<file path="config.mk">
export PLATFORM = sky130hd
export DESIGN_NAME = inverter_fault_monitor
export DESIGN_NICKNAME = d
export VERILOG_FILES = /design/src/rtl/ifm_pkg.sv /design/src/rtl/ifm_cfg_regs.sv /design/src/rtl/ifm_check.sv /design/src/rtl/inverter_fault_monitor.sv
export SDC_FILE = /design/constraint.sdc
export NUM_CORES = 1
export LEC_CHECK = 0
export BUFFER_PORTS_ARGS = -buffer_cell sky130_fd_sc_hd__buf_2
export CORE_MARGIN = 2
export CORE_UTILIZATION = 55
export CTS_BUF_LIST = sky130_fd_sc_hd__clkbuf_2 sky130_fd_sc_hd__clkbuf_4 sky130_fd_sc_hd__clkbuf_8
export CTS_CLUSTER_DIAMETER = 120
export DETAILED_ROUTE_END_ITERATION = 10
export PLACE_DENSITY = 0.74
export SYNTH_ARGS = -nofsm -noshare
export SYNTH_HDL_FRONTEND = slang
export SYNTH_SLANG_ARGS = --single-unit
</file>
<file path="constraint.sdc">
create_clock -name clk -period 17.06 [get_ports clk]
set_input_delay 0.853 -clock clk [delete_from_list [all_inputs] [get_ports clk]]
set_output_delay 0.853 -clock clk [all_outputs]
set_load 0.05 [all_outputs]
</file>
<file path="src/rtl/ifm_pkg.sv">
// Shared types and constants for the inverter fault monitor.
`timescale 1ns / 1ps
`default_nettype none

package ifm_pkg;

  // Request opcodes
  typedef enum logic [1:0] {
    ACT_CHECK = 2'd0,
    ACT_DESAT = 2'd1,
    ACT_CLEAR = 2'd2
  } action_t;

  // Fault codes
  localparam logic [2:0] FAULT_NONE   = 3'd0;
  localparam logic [2:0] FAULT_RELAY  = 3'd1;
  localparam logic [2:0] FAULT_OVERV  = 3'd2;
  localparam logic [2:0] FAULT_UNDERV = 3'd3;
  localparam logic [2:0] FAULT_OVERC  = 3'd4;
  localparam logic [2:0] FAULT_OVERT  = 3'd5;
  localparam logic [2:0] FAULT_DESAT  = 3'd6;

  // Configuration register indexes
  localparam logic [2:0] REG_MAX_BUS_V   = 3'd0;
  localparam logic [2:0] REG_MIN_BUS_V   = 3'd1;
  localparam logic [2:0] REG_CUR_LIMIT   = 3'd2;
  localparam logic [2:0] REG_MAX_TEMP    = 3'd3;
  localparam logic [2:0] REG_COOL_ON     = 3'd4;
  localparam logic [2:0] REG_COOL_OFF    = 3'd5;
  localparam logic [2:0] REG_DROP_GAIN   = 3'd6;

  localparam int CfgIndexWidth = 3;
  localparam int CfgDataWidth  = 12;

  typedef struct packed {
    logic [11:0] max_bus_voltage;
    logic [11:0] min_bus_voltage;
    logic [10:0] current_limit;
    logic [7:0]  max_temperature;
    logic [7:0]  cooling_on_temp;
    logic [7:0]  cooling_off_temp;
    logic [7:0]  drop_gain;
  } cfg_t;

  // Result of the limit tests for one check request
  typedef struct packed {
    logic [2:0] code;
    logic       relay_error;
    logic       cool_set;
    logic       cool_clr;
  } check_t;

endpackage

`default_nettype wire

</file>
<file path="src/rtl/ifm_cfg_regs.sv">
// Configuration register file of the inverter fault monitor.
`timescale 1ns / 1ps
`default_nettype none

module ifm_cfg_regs import ifm_pkg::*; (
  input  wire logic                     clk,
  input  wire logic                     rst,
  input  wire logic                     wr_en,
  input  wire logic [CfgIndexWidth-1:0] wr_index,
  input  wire logic [CfgDataWidth-1:0]  wr_data,
  output cfg_t                          cfg
);

  always_ff @(posedge clk) begin
    if (rst) begin
      cfg.max_bus_voltage  <= 12'd400;
      cfg.min_bus_voltage  <= 12'd200;
      cfg.current_limit    <= 11'd500;
      cfg.max_temperature  <= 8'd110;
      cfg.cooling_on_temp  <= 8'd95;
      cfg.cooling_off_temp <= 8'd90;
      cfg.drop_gain        <= 8'd31;
    end else if (wr_en) begin
      case (wr_index)
        REG_MAX_BUS_V: cfg.max_bus_voltage  <= wr_data;
        REG_MIN_BUS_V: cfg.min_bus_voltage  <= wr_data;
        REG_CUR_LIMIT: cfg.current_limit    <= wr_data[10:0];
        REG_MAX_TEMP:  cfg.max_temperature  <= wr_data[7:0];
        REG_COOL_ON:   cfg.cooling_on_temp  <= wr_data[7:0];
        REG_COOL_OFF:  cfg.cooling_off_temp <= wr_data[7:0];
        REG_DROP_GAIN: cfg.drop_gain        <= wr_data[7:0];
        default: ;
      endcase
    end
  end

endmodule

`default_nettype wire

</file>
<file path="src/rtl/ifm_check.sv">
// Limit tests and cooling hysteresis decision for one check request.
`timescale 1ns / 1ps
`default_nettype none

module ifm_check import ifm_pkg::*; (
  input  cfg_t               cfg,
  input  wire logic          running,
  input  wire logic          precharge_on,
  input  wire logic [11:0]   bus_voltage,
  input  wire logic signed [11:0] bus_current,
  input  wire logic signed [8:0]  temperature,
  output check_t             result
);

  logic signed [20:0] drop;
  logic signed [21:0] comp_v;
  logic signed [21:0] min_v;
  logic               over_v;
  logic               under_v;
  logic               over_c;
  logic               over_t;
  logic [2:0]         code;

  // voltage*256 + current*gain < min*256, exact
  assign drop    = 21'(bus_current) * 21'($signed({1'b0, cfg.drop_gain}));
  assign comp_v  = $signed({2'b00, bus_voltage, 8'h00}) + 22'(drop);
  assign min_v   = $signed({2'b00, cfg.min_bus_voltage, 8'h00});
  assign under_v = comp_v < min_v;
  assign over_v  = bus_voltage > cfg.max_bus_voltage;
  assign over_c  = bus_current > $signed({1'b0, cfg.current_limit});
  assign over_t  = temperature > $signed({1'b0, cfg.max_temperature});

  // later tests take priority
  always_comb begin
    code = FAULT_NONE;
    if (running) begin
      if (precharge_on) code = FAULT_RELAY;
      if (over_v)       code = FAULT_OVERV;
      if (under_v)      code = FAULT_UNDERV;
      if (over_c)       code = FAULT_OVERC;
      if (over_t)       code = FAULT_OVERT;
    end
  end

  assign result.code        = code;
  assign result.relay_error = running & precharge_on;
  assign result.cool_set    = temperature > $signed({1'b0, cfg.cooling_on_temp});
  assign result.cool_clr    = temperature < $signed({1'b0, cfg.cooling_off_temp});

endmodule

`default_nettype wire

</file>
<file path="src/rtl/inverter_fault_monitor.sv">
// Top level of the inverter fault monitor: request pipeline and fault state.
//
// Usage:
//   Input channel (in_valid / in_stall) carries one request per transfer:
//   a periodic check, a desaturation event or a fault reset. A request is
//   taken at a rising edge with in_valid high and in_stall low.
//   Output channel (out_valid / out_stall) returns exactly one result per
//   request, in order: stored fault code, fault_active, shutdown,
//   relay_error, cooling state and LED state after that request.
//   Config channel (cfg_valid / cfg_ready) writes one limit register per
//   transfer; cfg_ready is always high. Write only while no request is
//   in flight. Unknown indexes are ignored.
// Timing:
//   A request is captured in the input register, evaluated by a single
//   compare/multiply-add stage and written to the result register. One
//   request per cycle sustained while the receiver does not stall; the
//   fault, cooling and LED state update as a request enters the result reg.
// Reset: clears the pipeline, the fault code, cooling and LED, and loads
//   the default limits. When the receiver stalls, the result holds and the
//   input register fills, then in_stall rises until the output drains.
`timescale 1ns / 1ps
`default_nettype none

module inverter_fault_monitor import ifm_pkg::*; (
  input  wire logic                     clk,
  input  wire logic                     rst,
  // request channel
  input  wire logic                     in_valid,
  output logic                          in_stall,
  input  wire logic [1:0]               action,
  input  wire logic                     latch_update,
  input  wire logic                     running,
  input  wire logic                     precharge_on,
  input  wire logic [11:0]              bus_voltage,
  input  wire logic signed [11:0]       bus_current,
  input  wire logic signed [8:0]        temperature,
  // result channel
  output logic                          out_valid,
  input  wire logic                     out_stall,
  output logic [2:0]                    fault_code,
  output logic                          fault_active,
  output logic                          shutdown,
  output logic                          relay_error,
  output logic                          cooling_on,
  output logic                          led_on,
  // configuration channel
  input  wire logic                     cfg_valid,
  output logic                          cfg_ready,
  input  wire logic [CfgIndexWidth-1:0] cfg_index,
  input  wire logic [CfgDataWidth-1:0]  cfg_data
);

  cfg_t   cfg;
  check_t chk;

  // input register
  logic              s1_valid;
  logic [1:0]        s1_action;
  logic              s1_latch;
  logic              s1_running;
  logic              s1_precharge;
  logic [11:0]       s1_voltage;
  logic signed [11:0] s1_current;
  logic signed [8:0]  s1_temp;

  // architectural state
  logic [2:0] stored_fault, stored_fault_next;
  logic       cooling_state, cooling_state_next;
  logic       led_state, led_state_next;
  logic       shutdown_next;
  logic       relay_error_next;

  logic advance;

  assign cfg_ready = 1'b1;

  ifm_cfg_regs u_cfg (
    .clk      (clk),
    .rst      (rst),
    .wr_en    (cfg_valid & cfg_ready),
    .wr_index (cfg_index),
    .wr_data  (cfg_data),
    .cfg      (cfg)
  );

  ifm_check u_check (
    .cfg          (cfg),
    .running      (s1_running),
    .precharge_on (s1_precharge),
    .bus_voltage  (s1_voltage),
    .bus_current  (s1_current),
    .temperature  (s1_temp),
    .result       (chk)
  );

  // move stage 1 into the result register when it is free or draining
  assign advance  = s1_valid & (~out_valid | ~out_stall);
  assign in_stall = s1_valid & out_valid & out_stall;

  always_ff @(posedge clk) begin
    if (rst) begin
      s1_valid <= 1'b0;
    end else if (!in_stall) begin
      s1_valid <= in_valid;
    end
  end

  always_ff @(posedge clk) begin
    if (!in_stall && in_valid) begin
      s1_action    <= action;
      s1_latch     <= latch_update;
      s1_running   <= running;
      s1_precharge <= precharge_on;
      s1_voltage   <= bus_voltage;
      s1_current   <= bus_current;
      s1_temp      <= temperature;
    end
  end

  always_comb begin
    stored_fault_next  = stored_fault;
    cooling_state_next = cooling_state;
    led_state_next     = led_state;
    shutdown_next      = 1'b0;
    relay_error_next   = 1'b0;
    case (action_t'(s1_action))
      ACT_CHECK: begin
        relay_error_next = chk.relay_error;
        if (chk.cool_set) cooling_state_next = 1'b1;
        if (chk.cool_clr) cooling_state_next = 1'b0;
        if (s1_latch) stored_fault_next = chk.code;
        if (stored_fault_next != FAULT_NONE) begin
          shutdown_next  = 1'b1;
          led_state_next = 1'b1;
        end
      end
      ACT_DESAT: begin
        stored_fault_next = FAULT_DESAT;
        led_state_next    = 1'b1;
        shutdown_next     = 1'b1;
      end
      ACT_CLEAR: begin
        stored_fault_next = FAULT_NONE;
        led_state_next    = 1'b0;
      end
      default: ;
    endcase
  end

  always_ff @(posedge clk) begin
    if (rst) begin
      stored_fault  <= FAULT_NONE;
      cooling_state <= 1'b0;
      led_state     <= 1'b0;
      out_valid     <= 1'b0;
    end else begin
      if (advance) begin
        stored_fault  <= stored_fault_next;
        cooling_state <= cooling_state_next;
        led_state     <= led_state_next;
        out_valid     <= 1'b1;
      end else if (!out_stall) begin
        out_valid <= 1'b0;
      end
    end
  end

  // result register, payload only
  always_ff @(posedge clk) begin
    if (advance) begin
      fault_code   <= stored_fault_next;
      fault_active <= stored_fault_next != FAULT_NONE;
      shutdown     <= shutdown_next;
      relay_error  <= relay_error_next;
      cooling_on   <= cooling_state_next;
      led_on       <= led_state_next;
    end
  end

  // a stored fault always has the LED lit
  a_led_with_fault: assert property (@(posedge clk) disable iff (rst)
    stored_fault != FAULT_NONE |-> led_state)
    else $error("stored fault without LED");

  // state does not move while the result is held
  a_state_hold: assert property (@(posedge clk) disable iff (rst)
    out_valid && out_stall |=> $stable(stored_fault) && $stable(led_state))
    else $error("state changed under output stall");

  // input only stalls with a full pipeline
  a_stall_full: assert property (@(posedge clk) disable iff (rst)
    in_stall |-> s1_valid && out_valid)
    else $error("input stalled with free stage");

  // result register mirrors the state it was written with
  a_out_tracks: assert property (@(posedge clk) disable iff (rst)
    advance |=> fault_code == stored_fault && led_on == led_state)
    else $error("result does not match state");

endmodule

`default_nettype wire

</file>
# == Yosys cells after proc, flatten, opt, wreduce, memory -nomap -nowiden ==
# Index checks and enable logic that the tools add are counted.
# word_totals
reg_bits,120
latchBits,0
ramBits,0
romBits,0
out_inout_bits,11
word_cells,80
memories,0
# op_classes
add_sub_neg,1
n_mul,1
n_div,0
order_cmp,6
eq_ne,9
n_shift,0
muxes,18
bitwise,7
reduce_logical,13
# ops
cell,count
$gt A12 B12 Y1,2
$add A21 B21 Y22,1
$lt A22 B21 Y1,1
$mul A12 B9 Y21,1
$gt A9 B9 Y1,2
$mux W3,5
$reduce_and A2 Y1,7
$eq A3 B3 Y1 const B,3
$lt A9 B9 Y1,1
$pmux W3 S3,1
$mux W1,8
$eq A3 B2 Y1 const B,2
$reduce_bool A3 Y1,2
$and A1 B1 Y1,4
$mux W2,2
$eq A3 B1 Y1 const B,1
$logic_not A3 Y1,1
$pmux W1 S3,1
$eq A2 B1 Y1 const B,1
$eq A2 B2 Y1 const B,1
$logic_not A2 Y1,1
$ne A2 B1 Y1 const B,1
$not A1 Y1,2
$pmux W1 S2,1
3 further kinds,3

# == Depth between registers and ports, before layout ==
# Gate-level depths: netlist of the first run.
# depth
depth_word,12
depth_mapped,29
ltp_nobuf,28

# == By module ==
# From an unflattened synthesis of the first run, not the netlist that was laid out.
# hier_totals
cells_unflattened,975
area_unflattened_um2,9749.4
# by_module_without_submodules
module,instances,cells_each,area_each_um2,seq_area_each_um2
ifm_check,1,622,5257.5,0.0
ifm_cfg_regs,1,250,2637.5,1341.3
inverter_fault_monitor,1,103,1854.3,1521.5

# == Worst setup path after synthesis of the first run ==
# OpenSTA, ideal clock, no wires.
# synth_path
path_kind,flip-flop to flip-flop
startpoint,register u_cfg.cfg[2] (netlist name)
endpoint,register stored_fault[1]
t_arrival_ns,6.479
required_time_ns,16.981
path_slack_ns,10.502
path_stages_with_launch,27
n_path_buf,1
period_less_slack_ns,6.558
cell_sequence,dfxtp_1 clkbuf_1 nand2_1 fa_1 inv_1 fa_1 fa_1 fa_1 inv_1 fa_1 inv_1 ha_1 and3_1 a31oi_2 nor2b_1 o21a_1 o21a_1 o21a_1 o31a_1 ha_1 nand4_1 a21oi_1 a2111oi_0 a21oi_1 o32ai_2 o21ai_1 a211oi_2
# synth_between
elab_chain_cells,10
# synth_rtl
item,line,rtl
$mul A12 B9 Y21,ifm_check.sv:25,"assign drop = 21'(bus_current) * 21'($signed({1'b0, cfg.drop_gain}));"
$add A21 B21 Y22,ifm_check.sv:26,"assign comp_v = $signed({2'b00, bus_voltage, 8'h00}) + 22'(drop);"
$lt A22 B21 Y1,ifm_check.sv:28,assign under_v = comp_v < min_v;
$mux W2,ifm_check.sv:39,if (under_v) code = FAULT_UNDERV;
$mux W3,ifm_check.sv:40,if (over_c) code = FAULT_OVERC;
$mux W3,ifm_check.sv:41,if (over_t) code = FAULT_OVERT;
$mux W3,ifm_check.sv:36,if (running) begin
$mux W3,inverter_fault_monitor.sv:131,if (s1_latch) stored_fault_next = chk.code;
$mux W3,inverter_fault_monitor.sv:126,case (action_t'(s1_action))
$pmux W3 S3,inverter_fault_monitor.sv:126,
to (signal assigned),inverter_fault_monitor.sv:158,stored_fault <= stored_fault_next;
to (decl),inverter_fault_monitor.sv:67,"logic [2:0] stored_fault, stored_fault_next;"
# Every way passes these cells. The select of a mux whose other input is x is not followed.
# A chain may end at the register's enable or synchronous reset.

# == Worst setup path in the final report of the first run ==
# layout_path
startpoint,register u_cfg.cfg[2] (netlist name)
endpoint,register stored_fault[1]
# layout_between
elab_chain_cells,10
# layout_rtl
item,line
$mul A12 B9 Y21,ifm_check.sv:25
$add A21 B21 Y22,ifm_check.sv:26
$lt A22 B21 Y1,ifm_check.sv:28
$mux W2,ifm_check.sv:39
$mux W3,ifm_check.sv:40
$mux W3,ifm_check.sv:41
$mux W3,ifm_check.sv:36
$mux W3,inverter_fault_monitor.sv:131
$mux W3,inverter_fault_monitor.sv:126
$pmux W3 S3,inverter_fault_monitor.sv:126
# Every way passes these cells. The select of a mux whose other input is x is not followed.

==> metrics.txt, run 1 <==
status complete, no violations; initial antenna violation count 0; total CTS buffers 17; Nets 1349; Synth top area share 19.1%; FF+latch count, synth 120; CP Capture Type flip-flop; Critical Path Most Common Cell fa_1; Worst Skew ~0.013 ns; core box area about 0.017 mm^2; Leak Pwr 5.09 nW; Root Driver clkbuf_8; CTS tree yes; clock buffer depth 2; WL final 22000 um; total negative setup slack 0 ns; Via Count around 7300; Final HPWL DP 16700 um; Slew Viols, Final 0; DIE AREA 0.0184 mm^2; RSZ-0062 raised after global routing no; max-cap viol count 0; I/O pins 69; leading area contributor after synthesis fa_1; drt via density 5.47; postcts setup bufs 0; synthesis-to-layout area growth 10.4%; Placed Cells 1307; # setup viols final 0; total global routing overflow 0; CP max stage delay around 0.64 ns; Worst-path clk slew 0.08 ns; Die H approximately 140 um; Final min period 7.29 ns; crit start category flip-flop; placed cell area 0.0101 mm^2; final std cells w/o fill 1339; Ys Warns 0; top_reg_cell synth dfxtp_1; cts repair resizes 0; top-count cell post-synth inv_1; number of global-route vias before repair between 7000 and 8000; DRT Pass-1 Iters 5; Fin. Hold Viols 0; VDD IR max 112 uV; Worst Path Max Fanout 13; Rows 48; relative slew slack 27.4%; post-route clock period utilization 42.8%; Distinct cells, synth 56; Die Wd 136 um; gate count of the mapped netlist 1034; CTS Sinks 120; Critical Path AT about 7.7 ns; commonest cells in the netlist 177 x inv_1, 169 x nand2_1, 99 x ha_1; Post-synth EDFFs 46; leading post-synthesis cells by cell area fa_1 19%, dfxtp_1 16%, edfxtp_1 15%, ha_1 13%, inv_1 7.0%; Max stage delay cell, worst path dfxtp_1; layout cells sized above 1 10.1%; GRT Util Overall 25.7%; Seq/Total Area, Yosys 30.1%; async set-reset flop share out of synthesis 0%; worst slew pin tran 1.08 ns; hold_buf cts 0; worst min-delay path class flip-flop to flip-flop; H-tree Lvls 4; DRC violations left 0; crit path kind flip-flop to flip-flop; global placer's final weighted congestion 0.858; Skew-Pair Late Insertion Delay 0.46 ns; per-cell routed wire length 16.5 um; PortBufs 67; pin count of the biggest net entering global routing 76; Critical Path RT between 15 and 20 ns; DRT antenna net count 0; synthesized area 0.00952 mm^2; mean post-synth cell area 9.21 um^2; Ant. Diodes 0; f_max 137 MHz; Initial DRC Count 430; Mapped Nets 1282; dpl ws 9.92 ns; fin area 0.0105 mm^2; first-pass GRT wire length 36200 um; final worst slack 9.77 ns; Starting Density 55.6%; Pwr Density 169 mW/mm^2
## state kept, by name, summed over array words and instances (netlist names)
register and count:
s1_valid 1, stored_fault 3, led_state 1, u_cfg.cfg 67
relay_error 1, out_valid 1, shutdown 1, s1_voltage 12
s1_temp 9, s1_running 1, cooling_on 1, s1_precharge 1
fault_code 3, s1_action 2, fault_active 1, s1_latch 1
s1_current 12, led_on 1, cooling_state 1
## layout make-up
cell class                 instances  area [um^2]
clock buffer                      18          241
fill                            1490         6600
clock inverter                    14          188
tap                              225          282
inverter                         177          664
multi-input combinational        714         5910
timing repair buffer              71          365
sequential                       120         2860
## kinds of logic (layout without fill, tap and decap cells)
family,count (synthesis),in the layout,share of synthesized area (%)
muxes,2,2,0.210
adders and majority gates,190,190,32.1
other,1,1,0.0394
AOI/OAI and AO/OA,158,158,10.9
buffers and inverters,200,280,7.92
DFF,120,120,30.1
and+or+nand+nor,350,350,17.5
xor gates and xnor gates,13,13,1.20
## power by group
part	leakage [nW]	internal, W	switching, W
combinational	3.83	0.000510	0.000659
clock	0.208	0.000150	0.000137
sequential	1.05	0.000312	0.0000139
## path summary, 6_finish.rpt
| check | slack [ns] | cells after the start | start | endpoint |
|---|---|---|---|---|
| setup / recovery | 9.77 | 26 | u_cfg.cfg[2]$_SDFFE_PP1P_ | stored_fault[1]$_SDFFE_PP0P_ |
| hold / removal | 0.46 | 2 | u_cfg.cfg[45]$_SDFFE_PP0P_ | u_cfg.cfg[45]$_SDFFE_PP0P_ |
| setup reg to reg | 9.77 | 26 | u_cfg.cfg[2]$_SDFFE_PP1P_ | stored_fault[1]$_SDFFE_PP0P_ |
| hold reg to reg | 0.46 | 2 | u_cfg.cfg[45]$_SDFFE_PP0P_ | u_cfg.cfg[45]$_SDFFE_PP0P_ |
## per-layer routing
layer,GRT usage [%],share of wire (%),up-vias
met5,0,0,-
met4,7.18,1.9,0
met3,5.20,5.4,40
met2,41.6,46,208
met1,35.2,46,3567
li1,-,-,3509
## cell usage in the layout, fill, tap and decap left out, types with 9 or more instances in the layout
master    synthesis  routed
nand3_1          10      10
nand2_1         169     169
nor2_1           46      46
a21oi_1          63      63
inv_1           177     177
o21ai_0          21      21
a211o_1          19      19
o21a_1           13      13
nand3b_1         14      14
buf_2             0      67
fa_1             91      91
ha_1             99      99
xnor2_1          10      10
a21o_1            9       9
nand2b_1         12      12
nand4_1           9       9
and2_1           52      52
dfxtp_1          74      74
edfxtp_1         46      46
clkbuf_8          0      17
## worst max-delay path: cells and delay by family, from the launching register on
family,cells,cell delay [ns]
DFF,1,0.64
adders and majority gates,7,3.22
and+or+nand+nor,3,0.38
AOI/OAI and AO/OA,13,2.78
buffers and inverters,3,0.15
## through the flow
stage	hold slack, ns	total power, W	utilization (%)
6_report	0.458	0.00178	61.4
5_1_grt	0.473	0.00196	61.4
4_1_cts	0.458	0.00178	61.4
3_5_place_dp	0.446	0.00148	58.9
3_3_place_gp	0.442	0.00146	58.9
2_1_floorplan	0.436	0.00123	-
Power figures use the tool's default switching activity.
==> run 2, diff against run 1 <==
--- a/config.mk
+++ b/config.mk
@@ -11,7 +11,7 @@
 export CTS_BUF_LIST = sky130_fd_sc_hd__clkbuf_2 sky130_fd_sc_hd__clkbuf_4 sky130_fd_sc_hd__clkbuf_8
 export CTS_CLUSTER_DIAMETER = 120
 export DETAILED_ROUTE_END_ITERATION = 10
-export PLACE_DENSITY = 0.74
+export PLACE_DENSITY = 0.77
 export SYNTH_ARGS = -nofsm -noshare
 export SYNTH_HDL_FRONTEND = slang
 export SYNTH_SLANG_ARGS = --single-unit
==> constraint.sdc (replaced) <==
create_clock -name clk -period 6.7 [get_ports clk]
set_input_delay 0.335 -clock clk [delete_from_list [all_inputs] [get_ports clk]]
set_output_delay 0.335 -clock clk [all_outputs]
set_load 0.05 [all_outputs]
==> metrics.txt, run 2 (synthesized netlist as in run 1, its figures left out) <==
status finished with violations; failing checks negative setup slack; drt via density 5.38 (-1.6%); first-pass GRT wire length 38000 um (+4.9%); hold_buf cts 0 (unchanged); worst slew pin tran 1.06 ns (-0.0260 ns); Pwr Density 511 mW/mm^2 (+200%); core box area 0.0171 mm^2 (unchanged); Critical Path RT 6.90 ns (-10.54 ns); Skew-Pair Late Insertion Delay 0.46 ns (about the same); Placed Cells 1356 (+3.7%); total CTS buffers 17 (unchanged); DRT Pass-1 Iters 5 (unchanged); Starting Density 55.6% (unchanged); CP max stage delay 0.56 ns (-0.08 ns); Leak Pwr 5.40 nW (+6.2%); WL final 23300 um (+5.9%); DIE AREA 0.0184 mm^2 (unchanged); # setup viols final 3 (+3); total global routing overflow 0 (unchanged); Biggest register u_cfg.cfg; Reg-to-Reg Start s1_current[7]$_DFFE_PP_; CTS Sinks 120 (unchanged); hold path start temperature[8]; synthesis-to-layout area growth 18.7%; Fin. Hold Viols 0 (unchanged); clock buffer depth 2 (unchanged); Worst Path Max Fanout 4 (-9); RSZ-0062 raised after global routing yes; most common cell after layout, fill and taps aside inv_1; Max stage delay cell, worst path fa_2; Die H 136 um (unchanged); crit path kind flip-flop to flip-flop; VDD IR max 437 uV (+290%); post-route clock period utilization 101% (+58 points); per-cell routed wire length 16.6 um (+0.89%); Final min period 6.73 ns (-0.559 ns); Worst-path clk slew 0.09 ns (about the same); f_max 148 MHz (+8.3%); number of global-route vias before repair 7854 (+6.8%); worst min-delay path class input pin to flip-flop; Final HPWL DP 17600 um (+5.1%); commonest cells after routing, fill and taps aside 169 x inv_1, 164 x nand2_1, 89 x ha_1; register-to-register setup slack -0.03 ns (-9.80 ns); Top Registers u_cfg.cfg x67, s1_current x12, s1_voltage x12; Hold WS 0.0383 ns (-0.419 ns); layout cells sized above 1 19.8% (+9.7 points); GRT Util Overall 26.7% (+1.0 points); initial antenna violation count 0 (unchanged); Die Wd 136 um (unchanged); Via Count 7568 (+3.3%); CTS tree yes; max-cap viol count 0 (unchanged); H-tree Lvls 4 (unchanged); final worst slack -0.0347 ns (-9.80 ns); Root Driver clkbuf_8; Slew Viols, Final 0 (unchanged); critical path buffer and inverter count 5 (+2); DRT antenna net count 0 (unchanged); global placer's final weighted congestion 0.919 (+7.2%); CP Launch Point s1_current[7]$_DFFE_PP_; Nets 1415 (+4.9%); PortBufs 67 (unchanged); final std cells w/o fill 1406 (+5.0%); Critical Path AT 6.94 ns (-0.73 ns); I/O pins 69 (unchanged); dpl ws -0.159 ns (-10.08 ns); CP delay by family, top adder cells; Worst Skew 0.0162 ns (+0.00308 ns); Rows 48 (unchanged); pin count of the biggest net entering global routing 76 (unchanged); relative slew slack 29.1% (+1.7 points); DRC violations left 0 (unchanged); Largest register FFs 67 (unchanged); Initial DRC Count 427 (-0.70%); crit start category flip-flop; final design utilization 66.0% (+4.6 points); Critical Path Most Common Cell fa_1; CP Capture Type flip-flop
[run 2: cell count changes in the layout (fill, tap and decap cells not counted), moves of 5 or more]
cell / previous run / this run
buf_4: 4 / 63
a21oi_2: 0 / 5
fa_2: 0 / 8
fa_1: 91 / 83
a21oi_1: 63 / 58
ha_4: 0 / 10
nand2_1: 169 / 164
inv_1: 177 / 169
ha_1: 99 / 89
buf_6: 0 / 7
inv_2: 0 / 8
[run 2: power by group]
group,internal (W),switching [W]
Clock,0.000318,0.000340
Combinational,0.00210,0.00220
Sequential,0.000795,0.0000262
[run 2: metal layers]
layer	wire length, um	global-route usage [%]
met2	11100	43.4
met4	807	10.4
met1	9800	35.4
met3	1630	5.24
met5	0	0
[run 2: final timing paths]
path	to	cells after the start
setup / recovery	led_on$_DFFE_PP_	28
hold / removal	s1_temp[8]$_DFFE_PP_	1
setup reg to reg	led_on$_DFFE_PP_	28
hold reg to reg	u_cfg.cfg[31]$_SDFFE_PP0P_	2
[run 2: cell type report]
class | count | area [um^2]
well taps | 225 | 282
clock buffers | 19 | 255
repair buffers | 137 | 887
clock inverters | 13 | 134
diodes | 1 | 2.50
inverters | 177 | 664
multi-input cells | 714 | 6210
fillers | 1344 | 5820
flip-flops and latches | 120 | 2870
[run 2: what timing repair did]
item / 4_1_cts / 5_1_grt
setup buffers: 10 / 8
resized for setup: 14 / 58
pin swaps: 22 / 48
cloned: 0 / 0
setup endpoints to repair: 8 / 8
[run 2: stage by stage]
| step | cell area (um^2) | TNS [ns] | total power (W) |
|---|---|---|---|
| CTS | 11000 | -0.0726 | 0.00498 |
| finish | 11300 | -0.0592 | 0.00578 |
| detailed placement | 10500 | -0.593 | 0.00401 |
| global route | 11300 | -1.23 | 0.00626 |
| global placement | 10500 | -0.00192 | 0.00394 |
| floorplan | 9520 | 0 | 0.00312 |
==> run 3, diff against run 2 <==
--- a/config.mk
+++ b/config.mk
@@ -14,4 +14,5 @@
 export PLACE_DENSITY = 0.77
 export SYNTH_ARGS = -nofsm -noshare
 export SYNTH_HDL_FRONTEND = slang
+export SYNTH_HIERARCHICAL = 1
 export SYNTH_SLANG_ARGS = --single-unit
==> metrics.txt, run 3 <==
status finished with violations; failing checks negative setup slack; H-tree Lvls 4 (unchanged); Initial DRC Count 407 (-4.7%); Hold EP s1_temp[2]$_DFFE_PP_; global placer's final weighted congestion 0.863 (-6.1%); hold path start temperature[2]; hold_buf cts 0 (unchanged); final worst slack -0.889 ns (-0.854 ns); Via Count 7164 (-5.3%); CTS Sinks 120 (unchanged); first-pass GRT wire length 37100 um (-2.4%); layout cells sized above 1 23.5% (+3.7 points); total negative setup slack -5.35 ns (-5.29 ns); gate count of the mapped netlist 975 (-5.7%); I/O pins 69 (unchanged); Nets 1379 (-2.5%); leading area contributor after synthesis fa_1; total global routing overflow 0 (unchanged); # setup viols final 8 (+5); Reg-to-Reg Start s1_current[6]$_DFFE_PP_; max-cap viol count 0 (unchanged); Worst Hold Depth 1 (unchanged); Top Registers u_cfg/cfg x67, s1_current x12, s1_voltage x12; relative slew slack 22.2% (-6.9 points); Largest register FFs 67 (unchanged); Worst Path Max Fanout 6 (+2); R2R depth 30 (+7.1%); synthesized area 0.00975 mm^2 (+2.4%); Slew Viols, Final 0 (unchanged); Ys Warns 6 (+6); drt via density 5.23 (-2.8%); Starting Density 56.4% (+0.73 points); Final HPWL DP 17000 um (-3.2%); Synth top area share 18.7% (-0.44 points); Worst-path clk slew 0.09 ns (about the same); Mapped Nets 1223 (-4.6%); FF+latch count, synth 120 (unchanged); crit path kind flip-flop to flip-flop; WL final 22300 um (-4.3%); dpl ws -0.750 ns (-0.590 ns); most common cell after layout, fill and taps aside inv_1; leading post-synthesis cells by cell area fa_1 19%, dfxtp_1 15%, edfxtp_1 14%, ha_1 13%, inv_1 7.0%; Worst Skew 0.0110 ns (-0.00515 ns); Critical Path AT 7.78 ns (+0.84 ns); total area of sequential cells 0.00287 mm^2 (about the same); area of the multi-input gates 0.00630 mm^2 (+1.4%); DIE AREA 0.0188 mm^2 (+2.3%); number of global-route vias before repair 7687 (-2.1%); crit start category flip-flop; CP Capture Type flip-flop; Max stage delay cell, worst path fa_1; Die H 137 um (+1.1%); DRT Pass-1 Iters 5 (unchanged); top_reg_cell synth dfxtp_1; Pwr Density 496 mW/mm^2 (-3.0%); Leak Pwr 5.94 nW (+9.9%); PortBufs 67 (unchanged); r2r endpoint fault_active$_DFFE_PP_; synthesis-to-layout area growth 19.3%; Rows 48 (unchanged); RSZ-0062 raised after global routing yes; DRT antenna net count 0 (unchanged); async set-reset flop share out of synthesis 0% (unchanged); f_max 132 MHz (-11%); Filler Cell Count 1309 (-2.6%); worst min-delay path class input pin to flip-flop; Final min period 7.59 ns (+0.854 ns); worst slew pin tran 1.16 ns (+0.105 ns); GRT Util Overall 25.7% (-1.0 points); Critical Path RT 6.89 ns (about the same); initial antenna violation count 0 (unchanged); CP max stage delay 0.59 ns (+0.03 ns); DRC violations left 0 (unchanged); VDD IR max 416 uV (-4.7%); core box area 0.0173 mm^2 (+1.1%); Skew-Pair Late Insertion Delay 0.44 ns (-0.02 ns); top-count cell post-synth inv_1; final design utilization 67.2% (+1.2 points); post-route clock period utilization 113% (+13 points); Critical Path Most Common Cell fa_1; Distinct cells, synth 63 (+13%); commonest cells in the netlist 181 x inv_1, 99 x ha_1, 91 x fa_1; Fin. Hold Viols 0 (unchanged); Ant. Diodes 0 (-1); clock buffer depth 2 (unchanged); Seq/Total Area, Yosys 29.4% (-0.70 points); Die Wd 137 um (+1.1%); Biggest register u_cfg/cfg; Root Driver clkbuf_8; per-cell routed wire length 16.3 um (-1.7%); CTS tree yes; register-to-register setup slack -0.89 ns (-0.85 ns); mean post-synth cell area 10.0 um^2 (+8.6%); pin count of the biggest net entering global routing 95 (+25%); commonest cells after routing, fill and taps aside 178 x inv_1, 99 x buf_4, 93 x ha_1; Post-synth EDFFs 46 (unchanged); total CTS buffers 17 (unchanged)
## run 3: worst max-delay path, delay by kind of cell (launching register included)
| kind | cells | cell delay, ns |
|---|---|---|
| adder cells (fa/ha/maj) | 7 | 3.18 |
| buffers and inverters | 5 | 0.55 |
| XOR/XNOR | 1 | 0.14 |
| AO/OA/AOI/OAI | 8 | 1.51 |
| AND/OR/NAND/NOR | 9 | 1.54 |
| flip-flops | 1 | 0.40 |
## run 3: worst max-delay path by stage
stage | startpoint | endpoint | slack [ns] | cells past startpoint
finish | s1_current[6]$_DFFE_PP_ | fault_active$_DFFE_PP_ | -0.89 | 30
global route | s1_current[11]$_DFFE_PP_ | fault_active$_DFFE_PP_ | -1.15 | 31
CTS | s1_current[11]$_DFFE_PP_ | fault_active$_DFFE_PP_ | -0.64 | 29
detailed placement | s1_current[6]$_DFFE_PP_ | fault_active$_DFFE_PP_ | -0.75 | 27
global placement | s1_current[6]$_DFFE_PP_ | fault_active$_DFFE_PP_ | -0.60 | 27
floorplan | s1_current[11]$_DFFE_PP_ | fault_active$_DFFE_PP_ | -0.37 | 29
## run 3: layout make-up
cell class / instances / area share (%)
Timing Repair Buffer: 168 / 9.47
Sequential cell: 120 / 24.7
Clock buffer: 18 / 2.13
Inverter: 182 / 5.90
Tap cell: 225 / 2.42
Multi-Input combinational cell: 642 / 54.2
Clock inverter: 14 / 1.26
## run 3: report_power, final
group	switching (W)	total (W)	internal [W]
sequential	0.0000254	0.000815	0.000790
clock	0.000348	0.000667	0.000320
combinational	0.00214	0.00429	0.00215
total	0.00251	0.00577	0.00326
## run 3: routing by layer
| metal | vias up | routed length, um | global-route usage (%) |
|---|---|---|---|
| met5 | - | 0 | 0 |
| met4 | 0 | 731 | 9.85 |
| met3 | 49 | 860 | 4.41 |
| met2 | 173 | 11300 | 44.1 |
| met1 | 3464 | 9460 | 32.3 |
| li1 | 3478 | - | - |
## run 3: cells by family (layout without fill, tap and decap cells)
logic type | after synthesis | after routing | synth area share [%]
flops | 120 | 120 | 29.4
other cells | 1 | 1 | 0.0385
xor+xnor | 12 | 12 | 1.08
fa+ha+maj | 190 | 190 | 31.4
simple gates | 266 | 266 | 14.9
buf+inv | 213 | 382 | 8.51
mux | 67 | 67 | 6.88
compound gates | 106 | 106 | 7.85
## run 3: through the flow
stage                     power [W]  cells  instance area (um^2)  hold WS [ns]
after global placement      0.00409   1310                 10900         0.454
after CTS                   0.00528   1359                 11500        0.0386
after floorplan             0.00308    975                  9870         0.407
final                       0.00577   1369                 11600        0.0582
after detailed placement    0.00420   1310                 10900         0.464
after global routing        0.00619   1369                 11600        0.0280
## run 3: timing repair
action / in CTS / in global routing
pin swaps: 28 / 29
setup endpoints to repair: 8 / 8
resized for setup: 9 / 22
buffers inserted: 17 / 12
